===== src/hdl/imq_pkg.sv =====
// Package of shared types, codes and defaults for the indexed minimum priority queue.
`default_nettype none
package imq_pkg;

  localparam int unsigned CapacityDef = 64;
  localparam int unsigned KeyWidthDef = 16;

  localparam int unsigned FuncW   = 2;
  localparam int unsigned IdxW    = 6;
  localparam int unsigned KeyW    = 16;
  localparam int unsigned StatusW = 3;
  localparam int unsigned CountW  = 7;

  typedef enum logic [FuncW-1:0] {
    FN_INSERT = 2'd0,
    FN_DELETE = 2'd1,
    FN_CHANGE = 2'd2,
    FN_QUERY  = 2'd3
  } func_e;

  typedef enum logic [StatusW-1:0] {
    ST_OK      = 3'd0,
    ST_EMPTY   = 3'd1,
    ST_FULL    = 3'd2,
    ST_PRESENT = 3'd3,
    ST_ABSENT  = 3'd4
  } status_e;

  typedef enum logic [4:0] {
    S_CLR,
    S_IDLE,
    S_DEC,
    S_DL1,
    S_DL2,
    S_DL3,
    S_UP_CHK,
    S_UP_PK,
    S_UP_CMP,
    S_DN_CHK,
    S_DN_C1,
    S_DN_C2,
    S_DN_C3,
    S_FIN,
    S_TOP,
    S_T1,
    S_T2
  } state_e;

  typedef struct packed {
    logic [FuncW-1:0] func;
    logic [IdxW-1:0]  entry_index;
    logic [KeyW-1:0]  key_value;
  } in_item_t;

  typedef struct packed {
    logic [StatusW-1:0] status;
    logic [IdxW-1:0]    removed_index;
    logic [IdxW-1:0]    min_index;
    logic [KeyW-1:0]    min_key;
    logic [CountW-1:0]  entry_count;
    logic               index_present;
  } out_item_t;

endpackage
`default_nettype wire


===== src/hdl/imq_stream_if.sv =====
// Valid/ready stream interface carrying one payload item.
`default_nettype none
interface imq_stream_if #(
  parameter type T = logic
);
  logic valid;
  logic ready;
  T     data;

  modport source (output valid, output data, input ready);
  modport sink   (input valid, input data, output ready);
endinterface
`default_nettype wire


===== src/hdl/imq_ram.sv =====
// Generic single-port synchronous RAM with a registered read.
`default_nettype none
module imq_ram #(
  parameter int unsigned WIDTH = 8,
  parameter int unsigned DEPTH = 64
) (
  input  wire logic                     clk_i,
  input  wire logic                     we_i,
  input  wire logic                     re_i,
  input  wire logic [$clog2(DEPTH)-1:0] addr_i,
  input  wire logic [WIDTH-1:0]         wdata_i,
  output logic      [WIDTH-1:0]         rdata_o
);

  logic [WIDTH-1:0] mem_q [DEPTH];

  always_ff @(posedge clk_i) begin
    if (we_i) begin
      mem_q[addr_i] <= wdata_i;
    end
    if (re_i) begin
      rdata_o <= mem_q[addr_i];
    end
  end

endmodule
`default_nettype wire


===== src/hdl/indexed_min_priority_queue.sv =====
// Top level of the indexed binary minimum heap priority queue.
// Usage: items arrive on in_i (func, entry_index, key_value) and each one
// yields exactly one result item on out_o, in order. Both channels use a
// valid/ready handshake; an item moves when valid and ready are both high.
// The block works on one item at a time. in_i is ready only while the
// sequencer is idle; the result sits in an output register, so the next
// item may be accepted while the previous result still waits to be taken.
// Steps: a query or a refused request goes from decode straight to the
// gather states that load the result. An insert climbs, each level a
// slot read, a key read and a compare, then writes the moving entry; a
// delete first takes the top and the last entry, then sinks, each level
// with slot reads, key reads and compares; a key change climbs and sinks.
// The pace is set by the single port of each memory: every heap level
// costs a slot read, a key read and a compare, one after the other.
// After reset the slot-of-index memory is cleared, one entry per cycle;
// no item is accepted during that pass.
// If the receiver stalls, a finished result waits in its register and the
// sequencer holds before loading the next one; nothing is lost.
`default_nettype none
module indexed_min_priority_queue #(
  parameter int unsigned CAPACITY  = imq_pkg::CapacityDef,
  parameter int unsigned KEY_WIDTH = imq_pkg::KeyWidthDef
) (
  input  wire logic clk_i,
  input  wire logic rst_ni,
  imq_stream_if.sink   in_i,
  imq_stream_if.source out_o
);

  // Index, slot and count widths follow from the capacity.
  localparam int unsigned IW = $clog2(CAPACITY);
  localparam int unsigned SW = $clog2(CAPACITY + 1);
  localparam int unsigned KW = KEY_WIDTH;

  imq_pkg::state_e state_q, state_d;

  logic [SW-1:0]  cnt_q, cnt_d;
  logic [SW-1:0]  pos_q, pos_d;
  logic [IW-1:0]  cur_idx_q, cur_idx_d;
  logic [KW-1:0]  cur_key_q, cur_key_d;
  logic [IW-1:0]  c1_idx_q, c1_idx_d;
  logic [KW-1:0]  c1_key_q, c1_key_d;
  logic [IW-1:0]  par_q, par_d;
  logic [IW-1:0]  removed_q, removed_d;
  logic [IW-1:0]  top_idx_q, top_idx_d;
  logic           sink_q, sink_d;
  logic           present_q, present_d;
  imq_pkg::status_e status_q, status_d;
  logic [IW-1:0]  clr_q, clr_d;

  imq_pkg::func_e func_q, func_d;
  logic [IW-1:0]  idx_q, idx_d;
  logic           inr_q, inr_d;
  logic [KW-1:0]  key_q, key_d;

  imq_pkg::out_item_t out_q, out_d;
  logic               out_valid_q, out_valid_d;

  // Memory ports.
  logic          hs_we, hs_re;
  logic [SW-1:0] hs_addr;
  logic [IW-1:0] hs_wdata, hs_rdata;
  logic          ks_we, ks_re;
  logic [IW-1:0] ks_addr;
  logic [KW-1:0] ks_wdata, ks_rdata;
  logic          so_we, so_re;
  logic [IW-1:0] so_addr;
  logic [SW-1:0] so_wdata, so_rdata;

  // Index held in each heap slot.
  imq_ram #(.WIDTH(IW), .DEPTH(CAPACITY + 1)) u_heap_slots (
    .clk_i  (clk_i),
    .we_i   (hs_we),
    .re_i   (hs_re),
    .addr_i (hs_addr),
    .wdata_i(hs_wdata),
    .rdata_o(hs_rdata)
  );

  // Key of each index.
  imq_ram #(.WIDTH(KW), .DEPTH(CAPACITY)) u_key_store (
    .clk_i  (clk_i),
    .we_i   (ks_we),
    .re_i   (ks_re),
    .addr_i (ks_addr),
    .wdata_i(ks_wdata),
    .rdata_o(ks_rdata)
  );

  // Heap slot of each index; zero means the index is absent.
  imq_ram #(.WIDTH(SW), .DEPTH(CAPACITY)) u_slot_of_index (
    .clk_i  (clk_i),
    .we_i   (so_we),
    .re_i   (so_re),
    .addr_i (so_addr),
    .wdata_i(so_wdata),
    .rdata_o(so_rdata)
  );

  assign in_i.ready  = (state_q == imq_pkg::S_IDLE);
  assign out_o.valid = out_valid_q;
  assign out_o.data  = out_q;

  // Child slot numbers are one bit wider than a slot, since 2*pos may exceed the capacity.
  logic [SW:0] child1;
  logic [SW:0] cnt_ext;
  assign child1  = {pos_q, 1'b0};
  assign cnt_ext = {1'b0, cnt_q};

  always_comb begin
    state_d     = state_q;
    cnt_d       = cnt_q;
    pos_d       = pos_q;
    cur_idx_d   = cur_idx_q;
    cur_key_d   = cur_key_q;
    c1_idx_d    = c1_idx_q;
    c1_key_d    = c1_key_q;
    par_d       = par_q;
    removed_d   = removed_q;
    top_idx_d   = top_idx_q;
    sink_d      = sink_q;
    present_d   = present_q;
    status_d    = status_q;
    clr_d       = clr_q;
    func_d      = func_q;
    idx_d       = idx_q;
    inr_d       = inr_q;
    key_d       = key_q;
    out_d       = out_q;
    out_valid_d = out_valid_q;

    hs_we = 1'b0; hs_re = 1'b0; hs_addr = '0; hs_wdata = '0;
    ks_we = 1'b0; ks_re = 1'b0; ks_addr = '0; ks_wdata = '0;
    so_we = 1'b0; so_re = 1'b0; so_addr = '0; so_wdata = '0;

    if (out_valid_q && out_o.ready) begin
      out_valid_d = 1'b0;
    end

    case (state_q)
      imq_pkg::S_CLR: begin
        so_we   = 1'b1;
        so_addr = clr_q;
        clr_d   = clr_q + 1'b1;
        if (clr_q == IW'(CAPACITY - 1)) begin
          state_d = imq_pkg::S_IDLE;
        end
      end

      imq_pkg::S_IDLE: begin
        if (in_i.valid) begin
          func_d   = imq_pkg::func_e'(in_i.data.func);
          idx_d    = IW'(in_i.data.entry_index);
          inr_d    = 32'(in_i.data.entry_index) < 32'(CAPACITY);
          key_d    = KW'(in_i.data.key_value);
          removed_d = '0;
          status_d = imq_pkg::ST_OK;
          so_re    = 1'b1;
          so_addr  = IW'(in_i.data.entry_index);
          state_d  = imq_pkg::S_DEC;
        end
      end

      imq_pkg::S_DEC: begin
        state_d = imq_pkg::S_TOP;
        case (func_q)
          imq_pkg::FN_INSERT: begin
            if (cnt_q >= SW'(CAPACITY)) begin
              status_d = imq_pkg::ST_FULL;
            end else if (!inr_q) begin
              status_d = imq_pkg::ST_ABSENT;
            end else if (so_rdata != '0) begin
              status_d = imq_pkg::ST_PRESENT;
            end else begin
              cnt_d     = cnt_q + 1'b1;
              pos_d     = cnt_q + 1'b1;
              ks_we     = 1'b1;
              ks_addr   = idx_q;
              ks_wdata  = key_q;
              cur_idx_d = idx_q;
              cur_key_d = key_q;
              sink_d    = 1'b0;
              state_d   = imq_pkg::S_UP_CHK;
            end
          end
          imq_pkg::FN_DELETE: begin
            if (cnt_q == '0) begin
              status_d = imq_pkg::ST_EMPTY;
            end else begin
              hs_re   = 1'b1;
              hs_addr = SW'(1);
              state_d = imq_pkg::S_DL1;
            end
          end
          imq_pkg::FN_CHANGE: begin
            if (!inr_q || so_rdata == '0) begin
              status_d = imq_pkg::ST_ABSENT;
            end else begin
              ks_we     = 1'b1;
              ks_addr   = idx_q;
              ks_wdata  = key_q;
              cur_idx_d = idx_q;
              cur_key_d = key_q;
              pos_d     = so_rdata;
              sink_d    = 1'b1;
              state_d   = imq_pkg::S_UP_CHK;
            end
          end
          default: begin
            status_d = imq_pkg::ST_OK;
          end
        endcase
      end

      // Delete: take the top, pull the last entry up as the moving element.
      imq_pkg::S_DL1: begin
        removed_d = hs_rdata;
        so_we     = 1'b1;
        so_addr   = hs_rdata;
        hs_re     = 1'b1;
        hs_addr   = cnt_q;
        state_d   = imq_pkg::S_DL2;
      end

      imq_pkg::S_DL2: begin
        cur_idx_d = hs_rdata;
        ks_re     = 1'b1;
        ks_addr   = hs_rdata;
        cnt_d     = cnt_q - 1'b1;
        state_d   = imq_pkg::S_DL3;
      end

      imq_pkg::S_DL3: begin
        cur_key_d = ks_rdata;
        pos_d     = SW'(1);
        sink_d    = 1'b1;
        state_d   = (cnt_q == '0) ? imq_pkg::S_TOP : imq_pkg::S_DN_CHK;
      end

      // Swim: the moving element stays in registers while parents drop into the hole.
      imq_pkg::S_UP_CHK: begin
        if (pos_q == SW'(1)) begin
          state_d = sink_q ? imq_pkg::S_DN_CHK : imq_pkg::S_FIN;
        end else begin
          hs_re   = 1'b1;
          hs_addr = pos_q >> 1;
          state_d = imq_pkg::S_UP_PK;
        end
      end

      imq_pkg::S_UP_PK: begin
        par_d   = hs_rdata;
        ks_re   = 1'b1;
        ks_addr = hs_rdata;
        state_d = imq_pkg::S_UP_CMP;
      end

      imq_pkg::S_UP_CMP: begin
        if (ks_rdata > cur_key_q) begin
          hs_we    = 1'b1;
          hs_addr  = pos_q;
          hs_wdata = par_q;
          so_we    = 1'b1;
          so_addr  = par_q;
          so_wdata = pos_q;
          pos_d    = pos_q >> 1;
          state_d  = imq_pkg::S_UP_CHK;
        end else begin
          state_d = sink_q ? imq_pkg::S_DN_CHK : imq_pkg::S_FIN;
        end
      end

      // Sink: pick the smaller child, the left one on a tie.
      imq_pkg::S_DN_CHK: begin
        if (child1 > cnt_ext) begin
          state_d = imq_pkg::S_FIN;
        end else begin
          hs_re   = 1'b1;
          hs_addr = SW'(child1);
          state_d = imq_pkg::S_DN_C1;
        end
      end

      imq_pkg::S_DN_C1: begin
        c1_idx_d = hs_rdata;
        ks_re    = 1'b1;
        ks_addr  = hs_rdata;
        if (child1 < cnt_ext) begin
          hs_re   = 1'b1;
          hs_addr = SW'(child1 + 1'b1);
        end
        state_d = imq_pkg::S_DN_C2;
      end

      imq_pkg::S_DN_C2: begin
        c1_key_d = ks_rdata;
        if (child1 < cnt_ext) begin
          par_d   = hs_rdata;
          ks_re   = 1'b1;
          ks_addr = hs_rdata;
          state_d = imq_pkg::S_DN_C3;
        end else if (cur_key_q > ks_rdata) begin
          hs_we    = 1'b1;
          hs_addr  = pos_q;
          hs_wdata = c1_idx_q;
          so_we    = 1'b1;
          so_addr  = c1_idx_q;
          so_wdata = pos_q;
          pos_d    = SW'(child1);
          state_d  = imq_pkg::S_DN_CHK;
        end else begin
          state_d = imq_pkg::S_FIN;
        end
      end

      imq_pkg::S_DN_C3: begin
        if (c1_key_q > ks_rdata) begin
          if (cur_key_q > ks_rdata) begin
            hs_we    = 1'b1;
            hs_addr  = pos_q;
            hs_wdata = par_q;
            so_we    = 1'b1;
            so_addr  = par_q;
            so_wdata = pos_q;
            pos_d    = SW'(child1 + 1'b1);
            state_d  = imq_pkg::S_DN_CHK;
          end else begin
            state_d = imq_pkg::S_FIN;
          end
        end else if (cur_key_q > c1_key_q) begin
          hs_we    = 1'b1;
          hs_addr  = pos_q;
          hs_wdata = c1_idx_q;
          so_we    = 1'b1;
          so_addr  = c1_idx_q;
          so_wdata = pos_q;
          pos_d    = SW'(child1);
          state_d  = imq_pkg::S_DN_CHK;
        end else begin
          state_d = imq_pkg::S_FIN;
        end
      end

      imq_pkg::S_FIN: begin
        hs_we    = 1'b1;
        hs_addr  = pos_q;
        hs_wdata = cur_idx_q;
        so_we    = 1'b1;
        so_addr  = cur_idx_q;
        so_wdata = pos_q;
        state_d  = imq_pkg::S_TOP;
      end

      // Gather the top entry and the presence of the requested index.
      imq_pkg::S_TOP: begin
        hs_re   = 1'b1;
        hs_addr = SW'(1);
        so_re   = 1'b1;
        so_addr = idx_q;
        state_d = imq_pkg::S_T1;
      end

      imq_pkg::S_T1: begin
        top_idx_d = hs_rdata;
        present_d = inr_q && (so_rdata != '0);
        ks_re     = 1'b1;
        ks_addr   = hs_rdata;
        state_d   = imq_pkg::S_T2;
      end

      imq_pkg::S_T2: begin
        if (!out_valid_q || out_o.ready) begin
          out_d.status        = status_q;
          out_d.removed_index = imq_pkg::IdxW'(removed_q);
          out_d.min_index     = (cnt_q == '0) ? '0 : imq_pkg::IdxW'(top_idx_q);
          out_d.min_key       = (cnt_q == '0) ? '0 : imq_pkg::KeyW'(ks_rdata);
          out_d.entry_count   = imq_pkg::CountW'(cnt_q);
          out_d.index_present = present_q;
          out_valid_d         = 1'b1;
          state_d             = imq_pkg::S_IDLE;
        end
      end

      default: begin
        state_d = imq_pkg::S_IDLE;
      end
    endcase
  end

  always_ff @(posedge clk_i or negedge rst_ni) begin
    if (!rst_ni) begin
      state_q     <= imq_pkg::S_CLR;
      cnt_q       <= '0;
      clr_q       <= '0;
      out_valid_q <= 1'b0;
    end else begin
      state_q     <= state_d;
      cnt_q       <= cnt_d;
      clr_q       <= clr_d;
      out_valid_q <= out_valid_d;
    end
  end

  always_ff @(posedge clk_i) begin
    pos_q     <= pos_d;
    cur_idx_q <= cur_idx_d;
    cur_key_q <= cur_key_d;
    c1_idx_q  <= c1_idx_d;
    c1_key_q  <= c1_key_d;
    par_q     <= par_d;
    removed_q <= removed_d;
    top_idx_q <= top_idx_d;
    sink_q    <= sink_d;
    present_q <= present_d;
    status_q  <= status_d;
    func_q    <= func_d;
    idx_q     <= idx_d;
    inr_q     <= inr_d;
    key_q     <= key_d;
    out_q     <= out_d;
  end

  // The entry count never exceeds the capacity.
  a_count_bound: assert property (@(posedge clk_i) disable iff (!rst_ni)
    cnt_q <= SW'(CAPACITY))
    else $error("entry count above capacity");

  // A new result is only loaded from the final gather state.
  a_out_source: assert property (@(posedge clk_i) disable iff (!rst_ni)
    $rose(out_valid_q) |-> $past(state_q == imq_pkg::S_T2))
    else $error("result loaded outside gather state");

  // A refused delete reports an empty heap.
  a_empty_count: assert property (@(posedge clk_i) disable iff (!rst_ni)
    (out_valid_q && out_q.status == imq_pkg::ST_EMPTY) |-> (out_q.entry_count == '0))
    else $error("empty status with entries present");

  // A refused insert on a full heap reports a full count.
  a_full_count: assert property (@(posedge clk_i) disable iff (!rst_ni)
    (out_valid_q && out_q.status == imq_pkg::ST_FULL)
      |-> (out_q.entry_count == imq_pkg::CountW'(CAPACITY)))
    else $error("full status with heap not full");

endmodule
`default_nettype wire


===== src/flat_wrapper.sv =====
// flat-port wrapper written by rule: the top's interface ports become plain ports
module indexed_min_priority_queue_flat 
#(
  parameter int unsigned CAPACITY  = imq_pkg::CapacityDef,
  parameter int unsigned KEY_WIDTH = imq_pkg::KeyWidthDef
)
  (clk_i, rst_ni, in_i_valid, in_i_data, in_i_ready, out_o_valid, out_o_data, out_o_ready);
  imq_stream_if #(.T(imq_pkg::in_item_t)) in_i_i ();
  imq_stream_if #(.T(imq_pkg::out_item_t)) out_o_i ();
  input  wire logic clk_i;
  input  wire logic rst_ni;
  input wire logic [$bits(in_i_i.valid)-1:0] in_i_valid;
  input wire logic [$bits(in_i_i.data)-1:0] in_i_data;
  output wire logic [$bits(in_i_i.ready)-1:0] in_i_ready;
  output wire logic [$bits(out_o_i.valid)-1:0] out_o_valid;
  output wire logic [$bits(out_o_i.data)-1:0] out_o_data;
  input wire logic [$bits(out_o_i.ready)-1:0] out_o_ready;
  assign in_i_i.valid = in_i_valid;
  assign in_i_i.data = in_i_data;
  assign in_i_ready = in_i_i.ready;
  assign out_o_valid = out_o_i.valid;
  assign out_o_data = out_o_i.data;
  assign out_o_i.ready = out_o_ready;
  indexed_min_priority_queue #(.CAPACITY(CAPACITY), .KEY_WIDTH(KEY_WIDTH)) u_core (.clk_i(clk_i), .rst_ni(rst_ni), .in_i(in_i_i), .out_o(out_o_i));
endmodule

===== config.mk =====
export PLATFORM = sky130hd
export DESIGN_NAME = indexed_min_priority_queue_flat
export DESIGN_NICKNAME = d
export VERILOG_FILES = /design/src/hdl/imq_pkg.sv /design/src/hdl/imq_stream_if.sv /design/src/hdl/imq_ram.sv /design/src/hdl/indexed_min_priority_queue.sv /design/src/flat_wrapper.sv
export SDC_FILE = /design/constraint.sdc
export NUM_CORES = 2
export LEC_CHECK = 0
export BUFFER_PORTS_ARGS = -buffer_cell sky130_fd_sc_hd__buf_2
export CORE_ASPECT_RATIO = 0.7
export CORE_UTILIZATION = 33
export DETAILED_ROUTE_END_ITERATION = 7
export PLACE_DENSITY = 0.45
export SETUP_SLACK_MARGIN = 0.5
export SLEW_MARGIN = 20
export SYNTH_ARGS = -nofsm -noshare
export SYNTH_HDL_FRONTEND = slang
export SYNTH_SLANG_ARGS = --single-unit

===== constraint.sdc =====
create_clock -name clk_i -period 7 [get_ports clk_i]
set_input_delay 0.7 -clock clk_i [delete_from_list [all_inputs] [get_ports clk_i]]
set_output_delay 0.7 -clock clk_i [all_outputs]
set_load 0.1 [all_outputs]

==> flow_summary.toml <==
[min_path]
hold_class = "input port to flop"
hold_depth = 1

[floorplanning]
floorplan.initialDensity_pct = 33.18
design.die.area_um2 = 248300
core_um2 = 245000
die_h_um = 417.2
design.portCount = 69
die_w_um = 595.1
fp-row-count = 152

[synth]
synth_area_per_cell_um2 = 15.09
synth-edff-count = 2028
mappedNetlistArea_um2 = 81270
synth_top_family_by_area = "compound AO/OA/AOI/OAI gates"
synth-seq-cells = 2047
synth_compound_area_share_pct = 10.86
ys_types = 90
ys_seq_area_share_pct = 75.52
synth_ff_type = "edfxtp_1"
synth-xor-area-share_pct = 0.1724
synthSimpleGateAreaFrac_pct = 7.727
muxShareOfSynthArea_pct = 2.519
yosys_warnings = 0
syn_nets = 5472
synthCells = 5386
synthAdderAreaFrac_pct = 0.8930
synthArstFlopShare_pct = 0.9282

[final_layout]
fin_area_um2 = 93250
syn2layout_area_growth_pct = 14.74
layout-drive-gt1-share_pct = 13.12
nNetsFinal = 5682

[worst_setup_path]
crit_family = "compound AO/OA/AOI/OAI gates"
slowest_delay_ns = 0.75
crit_path_cell_trace = "buf_4 -> inv_1 -> ha_1 -> a211oi_1 -> nand2_1 -> o41ai_2 -> buf_4 -> o21ai_0 -> and2_4 -> buf_12 -> a221oi_1 -> a21oi_1 -> a221oi_1 -> o22ai_1 -> nor3_1 -> nand4_1"
cp_max_fo = 33
cpMaxStageDelayCell = "a221oi_1"
cp_num_buf_inv = 4
cp-start-kind = "flop"
required_ns = 7.50
crit_arrival_ns = 6.74
end_kind = "flop"
cp.depth = 16
reg2reg_depth = 16
path_class = "flop to flop"

[sta]
post-route-period-util_pct = 89.26
drv_slew = 0
hold_viol = 0
holdWs_ns = 0.06387
fin_tns_setup_ns = 0
fin_skew_ns = 0.04831
fin_crit_ns = 6.248
worst_pin_slew_ns = 1.187
relSlewSlack_pct = 20.75
fmax_mhz = 160.0
rsz0062_at_grt = "false"
finalSetupViolations = 0

[route]
avgViaCountPerCell = 5.608
route.detailed.drc = 11
dr.pass1.iters = 8
wl_per_cell_um = 30.29
wirelength_um = 272100
drt_iter0_markers = 6111
vias = 50370
ant_nets = 0

[grt]
grt_overflow = 0
track_usage_pct = 21.35
grt_max_degree = 97
antenna_found_initial = 14
grt_pass1_vias = 47820
grt_pass1_wl_um = 381900

[placed_design]
gp_congestion = 0.8451
placed_cell_area_um2 = 86960
portBuffers = 68
place_hpwl_um = 170300

[pwr]
power.share.clock_pct = 25.1
switchingPower_mw = 16.78
p_total_mw = 42.09
p_leak_nw = 30.85
seq_power_share_pct = 35.9
power_frac_comb_pct = 38.9
swShare_pct = 39.87
p_int_mw = 25.31
cellPowerDensity_nw_per_um2 = 451.4
ir_worst_vdd_v = 0.0002804

[clock_network]
cts_setup_buffers = 0
cts_tree = "done"
cts_buffer_depth = 4
cts_root_buf = "clkbuf_16"
cts_buffers = 201
clock_latency_ns = 0.86
clk_pin_slew_worst_paths_ns = 0.06
htreeDepth = 4
cts_sinks = 2047

[status]
run_status = "complete, but fails checks"
violations = "design-rule violations"

[run]
cap_violations = 0
## metrics by stage
stage | util [%] | worst slack [ns] | std cells
6_report | 38.07 | 0.7516 | 8982
4_1_cts | 38.07 | 0.8791 | 8980
3_5_place_dp | 35.50 | 0.9142 | 8615
5_1_grt | 38.07 | 0.5757 | 8980
2_1_floorplan | - | 1.859 | 5386
3_3_place_gp | 35.50 | 0.9163 | 8615
## layout by cell type (no fill, tap or decap), types with 48 or more instances in the layout
cell,count
a31oi_1,48
and3_1,67
o22ai_1,114
buf_2,68
a22oi_1,54
edfxtp_1,2028
a21oi_1,254
mux2i_1,200
ha_1,58
clkbuf_16,204
a211oi_1,73
nor2_1,227
inv_1,77
buf_4,249
nand2_1,664
o21ai_0,144
a222oi_1,139
a221oi_1,117
nand3_1,164
nor2_2,53
clkbuf_1,54
## registers in the layout, indices dropped and copies added (netlist names), 6 cells and up
register and cells:
u_core.idx_q 6, u_core.u_key_store.mem_q 1024, u_core.cur_idx_q 6, u_core.u_heap_slots.mem_q 390, u_core.u_key_store.rdata_o 16, u_core.top_idx_q 6, u_core.cnt_q 7, u_core.c1_key_q 16
u_core.c1_idx_q 6, u_core.out_o.data 39, u_core.u_slot_of_index.rdata_o 7, u_core.u_heap_slots.rdata_o 6, u_core.pos_q 7, u_core.u_slot_of_index.mem_q 448, u_core.removed_q 6, u_core.key_q 16
u_core.clr_q 6, u_core.par_q 6, u_core.cur_key_q 16
## synthesized netlist by cell type, types with 14 or more instances
master       n  area share [%]
a221o_1     26            0.32
buf_2      157            0.97
buf_1       28            0.13
and2_1      60            0.46
clkbuf_1   141            0.65
a22oi_1     56            0.52
nand2_1    670             3.1
or4_1       14            0.13
a21oi_1    255             1.6
inv_1       79            0.36
o21ai_0    145            0.89
nor2_1     287             1.3
ha_1        58            0.89
nor4_1      19            0.15
a31oi_1     49            0.38
nor3_1      25            0.15
nand4_1     30            0.23
a311oi_1    37            0.40
o22ai_1    114            0.88
dfrtp_1     19            0.59
a221oi_1   118             1.3
or3_1       14            0.11
edfxtp_1  2028              75
mux2i_1    200             2.5
nand3_1    169             1.0
buf_4       14            0.13
a222oi_1   139             1.7
a211oi_1    74            0.68
o211ai_1    16            0.15
a21o_1      15            0.14
and3_1      68            0.52
## power by group through the flow
| stage | combinational (mW) | clock (mW) | sequential [mW] |
|---|---|---|---|
| finish | 16.4 | 10.6 | 15.1 |
| global route | 17.3 | 11.2 | 15.2 |
| CTS | 16.3 | 10.8 | 15.1 |
| detailed placement | 16.3 | 0 | 15.4 |
| global placement | 16.3 | 0 | 15.4 |
| floorplan | 9.07 | 0 | 15.1 |
## cells by family after synthesis
| group | Yosys count |
|---|---|
| xor gates and xnor gates | 16 |
| AOI/OAI and AO/OA | 1225 |
| buffers and inverters | 425 |
| DFF | 2047 |
| and+or+nand+nor | 1411 |
| adders and majority gates | 58 |
| muxes | 204 |
## area by class of cell
class | instances | area [um^2]
clock buffer | 258 | 5308
tap | 3234 | 4046
timing repair buffer | 351 | 2770
fill | 22890 | 151700
sequential | 2047 | 61370
antenna | 2 | 5.005
inverter | 81 | 304.0
multi-input combinational | 2914 | 18590
clock inverter | 95 | 850.8
## routing by layer
metal | wire, um | track usage, % | up-vias
met4 | 4043 | 3.577 | 6
met1 | 129900 | 33.32 | 26280
met2 | 116900 | 31.13 | 2054
met5 | 45 | 0 | -
met3 | 21150 | 3.801 | 274
li1 | - | - | 21760
## final timing paths
path                                                 end  slack [ns]               start
max                        u_core.u_key_store.rdata_o[3]        0.75     u_core.cnt_q[6]
min                                      u_core.key_q[2]        0.06        in_i_data[2]
max reg2reg                u_core.u_key_store.rdata_o[3]        0.75     u_core.cnt_q[6]
min reg2reg                        u_core.out_o.data[37]        0.43  u_core.status_q[1]
max in group asynchronous              u_core.state_q[1]        6.06              rst_ni
min in group asynchronous                u_core.cnt_q[0]        0.50              rst_ni
## timing repair
item	4_1_cts	5_1_grt
endpoints found under the setup margin	0	0
hold endpoints to repair	30	0
resized for setup	0	0
hold buffers	12	0
Power figures use the tool's default switching activity.
